--- src/rtl/mtflru_pkg.sv ---
// Shared types and constants for the move-to-front LRU cache.
// Used by the controller, the datapath, the top level and the checker.
package mtflru_pkg;

  localparam int CACHE_ENTRIES = 16;
  localparam int NUM_W         = 24;
  localparam int GEN_W         = 16;
  localparam int HANDLE_W      = 16;

  typedef struct packed {
    logic [NUM_W-1:0]    obj_num;
    logic [GEN_W-1:0]    obj_gen;
    logic [HANDLE_W-1:0] new_handle;
  } lookup_t;

  typedef struct packed {
    logic                hit;
    logic [HANDLE_W-1:0] handle;
    logic                evicted_valid;
    logic [HANDLE_W-1:0] evicted_handle;
  } result_t;

  typedef struct packed {
    logic                valid;
    logic [NUM_W-1:0]    num;
    logic [GEN_W-1:0]    gen;
    logic [HANDLE_W-1:0] handle;
  } entry_t;

  typedef struct packed {
    logic load;
    logic update;
  } cmd_t;

  typedef enum logic {
    ST_IDLE,
    ST_UPDATE
  } state_t;

endpackage

--- src/rtl/mtflru_ctrl.sv ---
// Controller for the move-to-front LRU cache: two-state sequencer.
// Depends on mtflru_pkg for the state and command types.
module mtflru_ctrl (
  input  logic              clk,
  input  logic              rst,
  input  logic              start,
  output logic              busy,
  output logic              done,
  output mtflru_pkg::cmd_t  cmd
);

  mtflru_pkg::state_t state, state_next;

  always_ff @(posedge clk) begin
    if (rst) begin
      state <= mtflru_pkg::ST_IDLE;
      done  <= 1'b0;
    end else begin
      state <= state_next;
      done  <= cmd.update;
    end
  end

  always_comb begin
    state_next = state;
    cmd        = '0;
    busy       = 1'b0;
    unique case (state)
      mtflru_pkg::ST_IDLE: begin
        if (start) begin
          cmd.load   = 1'b1;
          state_next = mtflru_pkg::ST_UPDATE;
        end
      end
      mtflru_pkg::ST_UPDATE: begin
        busy       = 1'b1;
        cmd.update = 1'b1;
        state_next = mtflru_pkg::ST_IDLE;
      end
      default: state_next = mtflru_pkg::ST_IDLE;
    endcase
  end

endmodule

--- src/rtl/mtflru_dp.sv ---
// Datapath for the move-to-front LRU cache: entry chain, key compare,
// move-to-front shift and result register. Depends on mtflru_pkg.
module mtflru_dp (
  input  logic                  clk,
  input  logic                  rst,
  input  mtflru_pkg::cmd_t      cmd,
  input  mtflru_pkg::lookup_t   lookup,
  output mtflru_pkg::result_t   result
);

  localparam int N = mtflru_pkg::CACHE_ENTRIES;

  mtflru_pkg::entry_t  entries [N];
  mtflru_pkg::lookup_t key;
  logic [N-1:0]        match_q;
  logic [N-1:0]        match_now;
  logic [N-1:0]        first;
  logic [N-1:0]        shift_mask;
  logic                hit;
  mtflru_pkg::entry_t  sel_entry;
  mtflru_pkg::entry_t  front_next;

  // Every cell compares against the key presented with start; the
  // entries are stable in the idle cycle, so the vector is registered.
  always_comb begin
    for (int i = 0; i < N; i++) begin
      match_now[i] = entries[i].valid &&
                     (entries[i].num == lookup.obj_num) &&
                     (entries[i].gen == lookup.obj_gen);
    end
  end

  // Isolate the match nearest the front and mark every cell at or
  // ahead of it; on a miss the whole chain shifts.
  always_comb begin
    first      = match_q & (~match_q + 1'b1);
    hit        = |match_q;
    shift_mask = hit ? (first | (first - 1'b1)) : '1;
    sel_entry  = '0;
    for (int i = 0; i < N; i++) begin
      sel_entry = sel_entry | (first[i] ? entries[i] : '0);
    end
    if (hit) begin
      front_next = sel_entry;
    end else begin
      front_next.valid  = 1'b1;
      front_next.num    = key.obj_num;
      front_next.gen    = key.obj_gen;
      front_next.handle = key.new_handle;
    end
  end

  always_ff @(posedge clk) begin
    if (cmd.load) begin
      key     <= lookup;
      match_q <= match_now;
    end
  end

  always_ff @(posedge clk) begin
    if (rst) begin
      for (int i = 0; i < N; i++) begin
        entries[i].valid <= 1'b0;
      end
    end else if (cmd.update) begin
      entries[0] <= front_next;
      for (int i = 1; i < N; i++) begin
        if (shift_mask[i]) begin
          entries[i] <= entries[i-1];
        end
      end
    end
  end

  always_ff @(posedge clk) begin
    if (cmd.update) begin
      result.hit            <= hit;
      result.handle         <= hit ? sel_entry.handle : key.new_handle;
      result.evicted_valid  <= !hit && entries[N-1].valid;
      result.evicted_handle <= (!hit && entries[N-1].valid) ?
                               entries[N-1].handle : '0;
    end
  end

endmodule

--- src/rtl/move_to_front_lru_cache.sv ---
// Top level of the move-to-front LRU cache.
// Depends on mtflru_pkg, mtflru_ctrl and mtflru_dp.
//
// Usage:
//   A lookup is transferred at a rising edge where start is high and busy
//   is low; the lookup struct carries the key (obj_num, obj_gen) and the
//   handle to install on a miss. All cells compare the key in that same
//   cycle and the match vector is registered.
//   The next cycle (busy high) moves the first matching entry, or the new
//   key on a miss, to the front and shifts the entries ahead of it back.
//   The result struct and done are registered from the shift command; the
//   result is then shown for exactly one cycle with done high, and a miss
//   that pushes out a valid last entry reports its handle in evicted_handle.
//   No new lookup is taken while busy is high in the shift cycle; a new
//   lookup may be transferred in the cycle in which done is high.
//   The receiver cannot stall: a result not taken in its done cycle is
//   kept only until the next lookup overwrites it.
//   A synchronous reset invalidates every entry at once, so the cache is
//   empty after reset and no clearing pass is needed.
module move_to_front_lru_cache (
  input  logic                 clk,
  input  logic                 rst,
  input  logic                 start,
  input  mtflru_pkg::lookup_t  lookup,
  output logic                 busy,
  output logic                 done,
  output mtflru_pkg::result_t  result
);

  mtflru_pkg::cmd_t cmd;

  mtflru_ctrl u_ctrl (
    .clk   (clk),
    .rst   (rst),
    .start (start),
    .busy  (busy),
    .done  (done),
    .cmd   (cmd)
  );

  mtflru_dp u_dp (
    .clk    (clk),
    .rst    (rst),
    .cmd    (cmd),
    .lookup (lookup),
    .result (result)
  );

endmodule

--- config.mk ---
export PLATFORM = sky130hd
export DESIGN_NAME = move_to_front_lru_cache
export DESIGN_NICKNAME = d
export VERILOG_FILES = /design/src/rtl/mtflru_pkg.sv /design/src/rtl/mtflru_ctrl.sv /design/src/rtl/mtflru_dp.sv /design/src/rtl/move_to_front_lru_cache.sv
export SDC_FILE = /design/constraint.sdc
export NUM_CORES = 2
export LEC_CHECK = 0
export BUFFER_PORTS_ARGS = -buffer_cell sky130_fd_sc_hd__buf_4
export CAP_MARGIN = 10
export CORE_UTILIZATION = 35
export CTS_CLUSTER_SIZE = 25
export DETAILED_ROUTE_END_ITERATION = 6
export PLACE_DENSITY = 0.62
export SLEW_MARGIN = 10
export SYNTH_ARGS = -nofsm -noshare
export SYNTH_HDL_FRONTEND = slang
export SYNTH_SLANG_ARGS = --single-unit
--- constraint.sdc ---
create_clock -name clk -period 10.11 [get_ports clk]
set_input_delay 0 -clock clk [delete_from_list [all_inputs] [get_ports clk]]
set_output_delay 0 -clock clk [all_outputs]
set_load 0.02 [all_outputs]
==> impl_results.md <==
- RSZ-0062 raised after global routing: false
- Post-placement cell area: 47900 µm²
- Total congestion overflow: 0
- Setup Total Neg Slack: 0 ps
- DP HPWL: 127000 µm
- CTS buffer count: 103
- First-pass GRT wire length: 233000 µm
- Post-Synthesis Cells: 3155
- Final Max Tran Viols: 0
- Post-synthesis sequential element count: 1020
- Post-Synthesis Cell Area: 45300 µm²
- Min-Delay Endpoint: u_dp.key[0]
- Post-route DRC: 9
- Pin count of the biggest net entering global routing: 75
- Outcome: finished, violations left
- Worst Hold Depth: 2
- Vias in the first global route: 28898
- Synth Area in Compound Gates: 10.9%
- Layout cells sized above 1: 10.1%
- Initial core utilization: 35.4%
- CP Max Fanout: 48
- Worst Path Arrival: 4990 ps
- FF-to-FF End: u_dp.entries[0][34]
- Period utilization: 45.4%
- Final Cell Area: 51600 µm²
- Routability cong.: 0.990
- Post-route insts no fill: 5040
- Site row count: 131
- Reg2reg path depth: 9
- Final min period: 4590 ps
- Die height: 362 µm
- # Post-CTS Setup Buffers: 0
- Slowest library cell on the worst path: or4_4
- Met2 GRT Util: 36.5%
- H-tree depth: 3
- Mean cell area of the mapped netlist: 14.4 µm²
- Crit Path Class: flip-flop to flip-flop
- Setup WS pre-CTS: 5600 ps
- Die X: 362 µm
- Sequential area share after synthesis: 67.5%
- WL final: 171000 µm
- CP Launch Type: flip-flop
- Area of the multi-input gates: 13900 µm²
- Fillers: 11739
- Headroom to the max-slew limit: 12.7%
- DRT iter0 DRCs: 5309
- Peak VDD IR: 140 µV
- Failing checks: DRC
- Clock slew at reported path FFs: 60 ps
- Number of vias per cell: 6.10
- Fmax: 218 MHz
- Worst r2r src: u_dp.match_q[2]
- Largest family of logic cells by synthesized area: XOR/XNOR gates
- Pleak: 15.8 nW
- FFs w/ async S/R, synth: 0%
- Grt met1 use: 36.1%
- Seq. cell area: 30600 µm²
- Clk_skew: 38.5 ps
- Tot GR Track Use: 25.5%
- Post-synthesis mux area share: 0%
- Avg WL per Cell: 33.9 µm
- Hold Path Class: input port to flip-flop
- Nets: 3285
- Post-synth top flop: edfxtp_1
- CP endpoint kind: flip-flop
- Adder-cell share of the synthesized area: 0%
- Worst Max-Slew Pin Slew: 1310 ps
- Synth unique cells: 66
- Hold path startpoint: lookup[0]
- CTS tree: done
- Synth Warn #: 0
- Post-Synth Simple-Gate Area: 7.18%
- Area Overhead vs Synth: 13.9%
- TritonRoute pass-1 iters: 7
- Grt met3 use: 5.63%
- IO buf count: 94
- CTS Sinks: 1020
- Fin. Hold Viols: 0
- CP cell instances: or4_1 -> buf_4 -> or4_4 -> nor2_2 -> buf_4 -> inv_2 -> buf_4 -> nor2_1 -> a31oi_1
- Io pins: 95
- Syn nets: 3214
- Power density over the cells: 175 nW/µm²
- CTS max path bufs: 3
- Core Region: 128000 µm²
- DIE AREA: 131000 µm²
- R2R setup slack: 5520 ps
- Vias: 30755
- Top Usage Layer GRT: met2
- Most frequent CP cell: buf_4
- Xor and xnor area share after synthesis: 12.2%
- Clk_lat worst skew: 700 ps
- Worst Path Required: 10510 ps
- CP peak stage delay: 910 ps
- # Max-Cap Violations: 0
- Inst Count DP: 4793
- Number of synthesized flops with an enable pin: 1018
- CTS root buf: clkbuf_16
- # setup viols final: 0
- Post-route ant nets: 0
- Final WS setup: 5520 ps
- Antenna violations before repair: 1
stage by stage:
step	hold slack [ps]	total power, W	util, %
final	49.3	0.00902	40.3
after global routing	43.3	0.00920	40.3
after CTS	15.1	0.00903	40.3
after detailed placement	180	0.00534	37.4
after global placement	178	0.00533	37.4
after floorplan	71.6	0.00508	-
cell type report:
type | count | share of cell area (%)
diodes | 3 | 0.0145
well taps | 1729 | 4.19
flip-flops and latches | 1020 | 59.3
repair buffers | 206 | 3.27
inverters | 19 | 0.138
multi-input cells | 1876 | 26.9
clock inverters | 55 | 0.797
clock buffers | 132 | 5.37
cell families (layout without fill, tap and decap cells):
group	count (synthesis)	after routing
other	0	3
buffers and inverters	259	412
and+or+nand+nor	579	579
DFF	1020	1020
AOI/OAI and AO/OA	667	667
xor gates and xnor gates	630	630
cell usage after synthesis (all sizes together) (3+ instances only):
master / count / area (µm²)
o21bai: 6 / 45.0
a2bb2oi: 6 / 52.6
xor2: 317 / 2780
o21ai: 18 / 90.1
nor3: 14 / 85.1
clkbuf: 192 / 723
and2: 15 / 93.8
xnor2: 313 / 2740
a22oi: 196 / 1470
a32o: 13 / 130
a2111oi: 20 / 175
nand2b: 5 / 31.3
nand2: 89 / 334
nand3b: 21 / 158
a32oi: 48 / 420
a2111o: 3 / 33.8
or2: 4 / 25.0
edfxtp: 1018 / 30600
a31oi: 44 / 275
nand3: 82 / 410
a311o: 3 / 30.0
a221oi: 43 / 377
and3: 28 / 175
nor2: 73 / 279
buf: 48 / 219
nand4: 81 / 507
nor2b: 22 / 138
nor4bb: 8 / 80.1
or4: 18 / 139
nor3b: 11 / 82.6
a21oi: 111 / 556
nor4: 100 / 647
o22ai: 5 / 31.3
a221o: 15 / 150
a21o: 9 / 67.6
a22o: 11 / 96.3
o211ai: 75 / 563
a222oi: 20 / 200
inv: 18 / 67.6
o22a: 3 / 26.3
o221ai: 6 / 52.6
how the worst max path moves through the flow:
stage	start	end	slack [ps]
floorplan	u_ctrl.state	u_dp.entries[9][56]	80
detailed placement	u_dp.match_q[2]	u_dp.entries[0][34]	5600
global placement	u_dp.match_q[2]	u_dp.entries[0][26]	5600
CTS	u_dp.match_q[2]	u_dp.entries[0][34]	5580
global route	u_dp.match_q[2]	u_dp.entries[0][34]	5400
finish	u_dp.match_q[2]	u_dp.entries[0][34]	5520
registers in the layout, summed over array words and instances (netlist names):
name,cells
u_ctrl.state,1
u_dp.match_q,16
u_dp.entries,912
u_dp.result,34
u_dp.key,56
u_ctrl.done,1
critical path: cells and delay by family (launching register included):
kind / cells / cell delay, ps
flops: 1 / 600
compound gates: 1 / 70
simple gates: 4 / 2260
buf+inv: 4 / 1250
routing by layer:
metal / vias to the layer above / wire, µm
met4: 0 / 9410
met1: 15607 / 68700
met3: 320 / 20600
met2: 2315 / 72100
met5: - / 0
li1: 12513 / -
layout by cell type, fill, tap and decap left out, types with 20 or more instances in the layout:
master and n:
a32oi_1 48, nor2_1 65, and3_1 27, nand3b_1 21
xor2_1 317, a221oi_1 43, a31oi_1 44, a222oi_1 20
xnor2_1 313, clkbuf_1 25, nand2_1 89, dlygate4sd3_1 57
nand3_1 82, nor4_1 96, clkbuf_16 107, o211ai_1 75
buf_4 149, a22oi_1 196, nand4_1 81, edfxtp_1 1018
a21oi_1 111, clkinv_1 27
what timing repair did:
item	4_1_cts	5_1_grt
resized for setup	0	0
hold buffers	57	0
hold endpoints to repair	82	0
report_power, final:
part	internal (W)	switching [W]
Sequential	0.00466	0.0000492
Combinational	0.000178	0.000400
Clock	0.00208	0.00166
No activity file was read; power rests on OpenSTA's default activity.
